<file path="src/button_debounce_press_classifier_defines.svh">
// Assertion macros for the top RTL file of the button debouncer.
`ifndef BUTTON_DEBOUNCE_PRESS_CLASSIFIER_DEFINES_SVH
`define BUTTON_DEBOUNCE_PRESS_CLASSIFIER_DEFINES_SVH

// Same-cycle implication, checked out of reset.
`define BDPC_ASSERT_NOW(label, clk, rst, ante, cons) \
  label: assert property (@(posedge clk) disable iff (rst) (ante) |-> (cons)) \
    else $error("bdpc: same-cycle check failed");

// Next-cycle implication, checked out of reset.
`define BDPC_ASSERT_NEXT(label, clk, rst, ante, cons) \
  label: assert property (@(posedge clk) disable iff (rst) (ante) |=> (cons)) \
    else $error("bdpc: next-cycle check failed");

`endif

</file>
<file path="src/bdpc_pkg.sv">
package bdpc_pkg;

  localparam int unsigned CFG_WIDTH = 16;
  localparam int unsigned CFG_INDEX_WIDTH = 3;

  // Register indexes of the configuration port
  localparam logic [CFG_INDEX_WIDTH-1:0] REG_ENABLE     = 3'd0;
  localparam logic [CFG_INDEX_WIDTH-1:0] REG_DEBOUNCE   = 3'd1;
  localparam logic [CFG_INDEX_WIDTH-1:0] REG_CLICK      = 3'd2;
  localparam logic [CFG_INDEX_WIDTH-1:0] REG_LONG_PRESS = 3'd3;
  localparam logic [CFG_INDEX_WIDTH-1:0] REG_BIG_PRESS  = 3'd4;

  // Reset values of the registers
  localparam logic                 ENABLE_RESET     = 1'b1;
  localparam logic [CFG_WIDTH-1:0] DEBOUNCE_RESET   = 16'd50;
  localparam logic [CFG_WIDTH-1:0] CLICK_RESET      = 16'd300;
  localparam logic [CFG_WIDTH-1:0] LONG_PRESS_RESET = 16'd1000;
  localparam logic [CFG_WIDTH-1:0] BIG_PRESS_RESET  = 16'd5000;

  typedef struct packed {
    logic                 enable;
    logic [CFG_WIDTH-1:0] debounce_ms;
    logic [CFG_WIDTH-1:0] click_ms;
    logic [CFG_WIDTH-1:0] long_press_ms;
    logic [CFG_WIDTH-1:0] big_press_ms;
  } cfg_t;

  // Result of one tick, packed lowest bit first as level
  typedef struct packed {
    logic big_press;
    logic long_press;
    logic click;
    logic changed;
    logic level;
  } result_t;

endpackage

</file>
<file path="src/bdpc_core.sv">
module bdpc_core #(
  parameter int unsigned TIMER_WIDTH = 16
) (
  input  logic              clk,
  input  logic              rst,
  input  logic              step,
  input  logic              pressed,
  input  bdpc_pkg::cfg_t    cfg,
  output bdpc_pkg::result_t result
);

  localparam int unsigned CMP_WIDTH =
    (TIMER_WIDTH > bdpc_pkg::CFG_WIDTH) ? TIMER_WIDTH : bdpc_pkg::CFG_WIDTH;

  logic                   last_sample;
  logic                   last_sample_next;
  logic                   stable_level;
  logic                   stable_level_next;
  logic [TIMER_WIDTH-1:0] since_change;
  logic [TIMER_WIDTH-1:0] since_change_next;
  logic [TIMER_WIDTH-1:0] since_toggle;
  logic [TIMER_WIDTH-1:0] since_toggle_next;

  logic [TIMER_WIDTH-1:0] toggle_inc;
  logic [TIMER_WIDTH-1:0] change_inc;
  logic [CMP_WIDTH-1:0]   change_ext;
  logic [CMP_WIDTH-1:0]   interval_ext;
  logic                   accept_level;

  // Saturating increments of both timers
  assign toggle_inc = (&since_toggle) ? since_toggle : since_toggle + 1'b1;
  assign change_inc = (&since_change) ? since_change : since_change + 1'b1;

  // Decide the tick: restart the raw timer, test for a debounced toggle
  always_comb begin
    last_sample_next  = last_sample;
    stable_level_next = stable_level;
    since_change_next = since_change;
    since_toggle_next = since_toggle;
    result            = '0;
    change_ext        = '0;
    interval_ext      = CMP_WIDTH'(toggle_inc);
    accept_level      = 1'b0;
    if (cfg.enable) begin
      since_toggle_next = toggle_inc;
      if (pressed != last_sample) begin
        last_sample_next  = pressed;
        since_change_next = '0;
      end else begin
        since_change_next = change_inc;
      end
      change_ext   = CMP_WIDTH'(since_change_next);
      accept_level = (change_ext >= CMP_WIDTH'(cfg.debounce_ms)) &&
                     (pressed != stable_level);
      if (accept_level) begin
        stable_level_next = pressed;
        since_toggle_next = '0;
        result.changed    = 1'b1;
        result.click      = interval_ext < CMP_WIDTH'(cfg.click_ms);
        if (!pressed) begin
          if (interval_ext > CMP_WIDTH'(cfg.big_press_ms)) begin
            result.big_press = 1'b1;
          end else if (interval_ext > CMP_WIDTH'(cfg.long_press_ms)) begin
            result.long_press = 1'b1;
          end
        end
      end
    end
    result.level = stable_level_next;
  end

  // Advance the state on each accepted tick
  always_ff @(posedge clk) begin
    if (rst) begin
      last_sample  <= 1'b0;
      stable_level <= 1'b0;
      since_change <= '0;
      since_toggle <= '0;
    end else if (step) begin
      last_sample  <= last_sample_next;
      stable_level <= stable_level_next;
      since_change <= since_change_next;
      since_toggle <= since_toggle_next;
    end
  end

endmodule

</file>
<file path="src/button_debounce_press_classifier.sv">
// Button debouncer with click, long-press and big-press classification.
// Each transaction on the s_axis channel is one millisecond tick carrying the
// sampled button level in s_axis_tdata[0]. Every accepted tick produces exactly
// one m_axis transaction: the debounced level, a toggle flag, and the click,
// long-press and big-press flags for that tick.
// Results are registered in the output stage; one tick is accepted every cycle
// while s_axis_tready is high, with timer update and compare combinational.
// A two-entry output stage (result register plus skid register) lets a tick
// be taken while one result waits; s_axis_tready drops only when both are
// full, and results are held unchanged while m_axis_tready is low.
// The user must write registers via cfg_we/cfg_index/cfg_data only while idle;
// the block does not enforce it. Indexes: 0 enable, 1 debounce_ms, 2 click_ms,
// 3 long_press_ms, 4 big_press_ms. Synchronous rst restores register defaults
// (1, 50, 300, 1000, 5000), sets raw and debounced levels to released, clears
// both timers, empties the output stage. Timers saturate at 2^TIMER_WIDTH - 1.
`include "button_debounce_press_classifier_defines.svh"

module button_debounce_press_classifier #(
  parameter int unsigned TIMER_WIDTH = 16
) (
  input  logic                                 clk,
  input  logic                                 rst,
  input  logic                                 s_axis_tvalid,
  output logic                                 s_axis_tready,
  input  logic [7:0]                           s_axis_tdata,  // [0] pressed
  output logic                                 m_axis_tvalid,
  input  logic                                 m_axis_tready,
  // [0] level, [1] changed, [2] click, [3] long_press, [4] big_press
  output logic [7:0]                           m_axis_tdata,
  input  logic                                 cfg_we,
  input  logic [bdpc_pkg::CFG_INDEX_WIDTH-1:0] cfg_index,
  input  logic [bdpc_pkg::CFG_WIDTH-1:0]       cfg_data
);

  bdpc_pkg::cfg_t    cfg;
  bdpc_pkg::result_t new_result;
  bdpc_pkg::result_t out_data;
  bdpc_pkg::result_t skid_data;
  logic              out_valid;
  logic              skid_valid;
  logic              accept;

  assign s_axis_tready = !skid_valid;
  assign accept        = s_axis_tvalid && s_axis_tready;

  // Hold configuration registers
  always_ff @(posedge clk) begin
    if (rst) begin
      cfg.enable        <= bdpc_pkg::ENABLE_RESET;
      cfg.debounce_ms   <= bdpc_pkg::DEBOUNCE_RESET;
      cfg.click_ms      <= bdpc_pkg::CLICK_RESET;
      cfg.long_press_ms <= bdpc_pkg::LONG_PRESS_RESET;
      cfg.big_press_ms  <= bdpc_pkg::BIG_PRESS_RESET;
    end else if (cfg_we) begin
      case (cfg_index)
        bdpc_pkg::REG_ENABLE:     cfg.enable        <= cfg_data[0];
        bdpc_pkg::REG_DEBOUNCE:   cfg.debounce_ms   <= cfg_data;
        bdpc_pkg::REG_CLICK:      cfg.click_ms      <= cfg_data;
        bdpc_pkg::REG_LONG_PRESS: cfg.long_press_ms <= cfg_data;
        bdpc_pkg::REG_BIG_PRESS:  cfg.big_press_ms  <= cfg_data;
        default: ;
      endcase
    end
  end

  bdpc_core #(
    .TIMER_WIDTH(TIMER_WIDTH)
  ) u_core (
    .clk    (clk),
    .rst    (rst),
    .step   (accept),
    .pressed(s_axis_tdata[0]),
    .cfg    (cfg),
    .result (new_result)
  );

  // Valid flags of the output stage
  always_ff @(posedge clk) begin
    if (rst) begin
      out_valid  <= 1'b0;
      skid_valid <= 1'b0;
    end else if (!out_valid || m_axis_tready) begin
      out_valid  <= skid_valid || accept;
      skid_valid <= 1'b0;
    end else if (accept) begin
      skid_valid <= 1'b1;
    end
  end

  // Result payload: refill from skid first, else take the new tick
  always_ff @(posedge clk) begin
    if (!out_valid || m_axis_tready) begin
      out_data <= skid_valid ? skid_data : new_result;
    end else if (accept) begin
      skid_data <= new_result;
    end
  end

  assign m_axis_tvalid = out_valid;
  assign m_axis_tdata  = {3'b000, out_data};

  `BDPC_ASSERT_NOW(a_skid_needs_out, clk, rst, skid_valid, out_valid)
  `BDPC_ASSERT_NEXT(a_stall_fills_skid, clk, rst,
    accept && out_valid && !m_axis_tready, skid_valid && out_valid)
  `BDPC_ASSERT_NOW(a_press_on_release, clk, rst,
    out_valid && (out_data.long_press || out_data.big_press),
    out_data.changed && !out_data.level)
  `BDPC_ASSERT_NOW(a_press_exclusive, clk, rst,
    out_valid, !(out_data.long_press && out_data.big_press))
  `BDPC_ASSERT_NOW(a_click_on_toggle, clk, rst,
    out_valid && out_data.click, out_data.changed)

endmodule

</file>
<file path="config.mk">
export PLATFORM = sky130hd
export DESIGN_NAME = button_debounce_press_classifier
export DESIGN_NICKNAME = d
export VERILOG_FILES = /design/src/bdpc_pkg.sv /design/src/bdpc_core.sv /design/src/button_debounce_press_classifier.sv
export VERILOG_INCLUDE_DIRS = /design/src /design/src/src
export SDC_FILE = /design/constraint.sdc
export NUM_CORES = 1
export LEC_CHECK = 0
export BUFFER_PORTS_ARGS = -buffer_cell sky130_fd_sc_hd__buf_4
export CORE_MARGIN = 10
export CORE_UTILIZATION = 61
export DETAILED_ROUTE_END_ITERATION = 10
export HOLD_SLACK_MARGIN = 0.06
export PLACE_DENSITY = 0.8
export SLEW_MARGIN = 20
export SYNTH_ARGS = -nofsm -noshare
export SYNTH_HDL_FRONTEND = slang
export SYNTH_SLANG_ARGS = --single-unit
</file>
<file path="constraint.sdc">
create_clock -name clk -period 3.9 [get_ports clk]
set_input_delay 0.195 -clock clk [delete_from_list [all_inputs] [get_ports clk]]
set_output_delay 0.195 -clock clk [all_outputs]
set_load 0.02 [all_outputs]
</file>
==> summary.md <==
| Metric | Value |
|---|---|
| Area growth syn-to-layout | `9.64%` |
| Reg clk slew, reported paths | `0.10 ns` |
| Fin crit period | `~3.7 ns` |
| Switch share | `27.0%` |
| GP Congestion | `between 0.8 and 0.9` |
| DRC violations left | `0` |
| Max clock buf depth | `2` |
| Vias in the first global route | `about 5600` |
| Io pins | `42` |
| Num CTS Buffers | `9` |
| Crit path launch type | `register` |
| Synthesized cell area | `6500 um^2` |
| Antenna-violating nets left | `0` |
| Setup CP Type | `register to register` |
| Worst hold path endpoint | `cfg[52]` |
| Clock Skews | `0.0102 ns` |
| Compound-Gate Fraction of Synth Area | `18.3%` |
| Max-slew headroom | `35.0%` |
| Drt first pass iters | `5` |
| CORE AREA | `10400 um^2` |
| Routed vias | `5870` |
| Hold path depth | `3` |
| Pwr dens | `slightly below 300 nW/um^2` |
| Root Buffer | `clkbuf_8` |
| Wire length per cell | `17.3 um` |
| Mux share of post-synthesis cell area | `1.17%` |
| Ant diodes | `0` |
| Period Utilization, post-route | `94.0%` |
| Yosys top cell by area | `dfxtp_1` |
| Top cells by area, synth | `dfxtp_1 31%, ha_1 13%, nand2_1 8.8%` |
| Asr flop ratio synth | `0%` |
| Psw | `0.564 mW` |
| Synth Instances | `between 800 and 900` |
| Initial antenna violation count | `0` |
| Critical Path Fanout Max | `5` |
| Worst r2r path cells | `13` |
| Clk_lat worst skew | `just under 0.4 ns` |
| Clock net sink count | `approximately 110` |
| LEAKAGE | `2.96 nW` |
| Post-synth cell types | `66` |
| Post-DP HPWL | `12400 um` |
| First-pass GRT wire length | `27500 um` |
| PortBufs | `31` |
| Final #Nets | `931` |
| Simple-Gate Fraction of Synth Area | `21.4%` |
| RR Endpoint | `m_axis_tdata[4]` |
| CTS tree | `yes` |
| Non-Filler Instances | `slightly below 1000` |
| Met3 usage | `5.56%` |
| Top-count cell post-synth | `nand2_1` |
| Fmax | `0.273 GHz` |
| Worst Tran Pin Value | `between 0.9 and 1 ns` |
| Layout cell share with drive strength beyond 1 | `between 10 and 15%` |
| Largest net degree at the start of global routing | `70` |
| Final WL | `16800 um` |
| GRT Max-Usage Layer | `met2` |
| Register-to-register setup slack | `0.23 ns` |
| Setup tns final | `0 ns` |
| Synth Flop Type | `dfxtp_1` |
| CP endpoint kind | `register` |
| Register share of total power | `56.8%` |
| Die width | `123 um` |
| WP data required | `4.05 ns` |
| Syn. warnings | `0` |
| Hold wc startpoint | `cfg_data[4]` |
| Via/cell ratio | `6.02` |
| Final setup fails | `0` |
| EDFF count, synth | `10` |
| Met2 Use GR | `a little under two fifths` |
| Clock H-tree levels | `3` |
| Die ar. | `15200 um^2` |
| Row cnt | `37` |
| Final global-route overflow total | `0` |
| GR Util met1 | `28.6%` |
| GRT Total Usage | `22.6%` |
| Initial Utilization | `a little over three fifths` |
| Hold Path Class | `primary input to register` |
| Clock power frac | `~31%` |
| Mean Syn Cell Area | `8.05 um^2` |
| Final slew viol count | `0` |
| Max Cap Viol | `0` |
| Top cells by count, synth | `153 x nand2_1, 101 x dfxtp_1, 82 x a21oi_1` |
| Die H | `123 um` |
| P_int | `1.53 mW` |
| Adder-cell share of the synthesized area | `12.5%` |
| Largest family of logic cells by synthesized area | `simple AND/OR/NAND/NOR gates` |
| Combinational Power Share | `11.9%` |
| Final hold vios | `0` |
| RR Startpoint | `u_core.since_toggle[1]` |
| Seq/Total Area, Yosys | `35.7%` |
| Initial drt markers | `543` |
| Peak supply drop | `0.276 mV` |
| Share of the synthesized area in the top cell type | `31.1%` |
| Placed cells | `953` |
| Worst EP arrival | `3.82 ns` |
| Yosys reg bits | `between 100 and 150` |
| Outcome | `completed` |
| Post-synthesis xor/xnor area fraction | `3.89%` |
## cell families (layout without fill, tap and decap cells)
group / Yosys count / count (layout)
simple gates: 298 / 298
compound gates: 186 / 186
buf+inv: 112 / 141
flops: 111 / 111
fa+ha+maj: 65 / 65
xor+xnor: 28 / 28
mux: 7 / 7
other cells: 1 / 3
## power groups by stage
stage | registers (mW) | clock network [mW] | logic [mW]
floorplan | 1.22 | 0 | 0.144
global placement | 1.21 | 0 | 0.229
detailed placement | 1.21 | 0 | 0.240
CTS | 1.19 | 0.666 | 0.243
global route | 1.19 | 0.713 | 0.274
finish | 1.19 | 0.654 | 0.249
## repair_timing
| action | CTS | global route |
|---|---|---|
| resized for setup | 0 | 9 |
| endpoints found under the hold margin | 5 | 0 |
| buffers inserted | 0 | 4 |
| setup endpoints to repair | 0 | 14 |
| hold buffers | 2 | 0 |
## cell type report
class | instances | area [um^2]
Inverter | 70 | 263
Clock inverter | 3 | 16.3
Sequential cell | 111 | 2320
Timing Repair Buffer | 55 | 418
Tap cell | 136 | 170
Multi-Input combinational cell | 587 | 3780
Fill cell | 844 | 3240
Clock buffer | 13 | 159
## how the worst max path moves through the flow
stage,start,end,slack [ns],depth (start not counted)
4_1_cts,u_core.since_change[2],m_axis_tdata[0],0.10,13
6_report,u_core.since_toggle[1],m_axis_tdata[4],0.23,13
3_5_place_dp,u_core.since_change[2],m_axis_tdata[0],0.16,13
5_1_grt,u_core.since_toggle[1],m_axis_tdata[4],-0.02,13
2_1_floorplan,u_core.since_change[2],m_axis_tdata[0],0.46,14
3_3_place_gp,u_core.since_change[2],m_axis_tdata[0],0.28,13
## state kept, by name, indices dropped and copies added (netlist names)
signal and flops:
m_axis_tdata 5, u_core.stable_level 1, cfg 65, u_core.since_toggle 16
m_axis_tvalid 1, skid_data 5, u_core.since_change 16, u_core.last_sample 1
skid_valid 1
## critical path, stage by stage, from the launching register on
cell and delay, ns:
dfxtp_1 0.43, ha_1 0.30, nand3_1 0.25, nor3_1 0.26, buf_4 0.17, nand4_1 0.11, xnor2_1 0.41, ha_1 0.32
nand2_1 0.07, nor2_1 0.05, a221oi_1 0.41, a22oi_1 0.18, and3_1 0.23, mux2_2 0.26
## cells in the final DEF, fill, tap and decap left out, types with 19 or more instances in the layout
cell	instances
buf_4	53
dfxtp_1	100
nand2_1	153
nand4_1	22
nor2_1	40
inv_1	69
o211ai_1	19
a21oi_1	82
ha_1	65
nand3_1	25
## stage by stage
step	instance area, um^2	worst slack (ns)	hold slack (ns)	power, mW	util (%)
floorplan	6510	0.462	0.331	1.36	-
global placement	6860	0.280	0.442	1.44	66.1
detailed placement	6860	0.161	0.447	1.45	66.1
CTS	7050	0.101	0.0649	2.10	68.0
global route	7130	-0.0198	0.0657	2.18	68.7
finish	7130	0.232	0.0778	2.09	68.7
## routing by layer
layer	vias up	part of all wire, %
li1	2861	-
met1	2778	43
met2	209	48
met3	22	7.4
met4	0	1.9
met5	-	0
No activity file was read; power rests on OpenSTA's default activity.
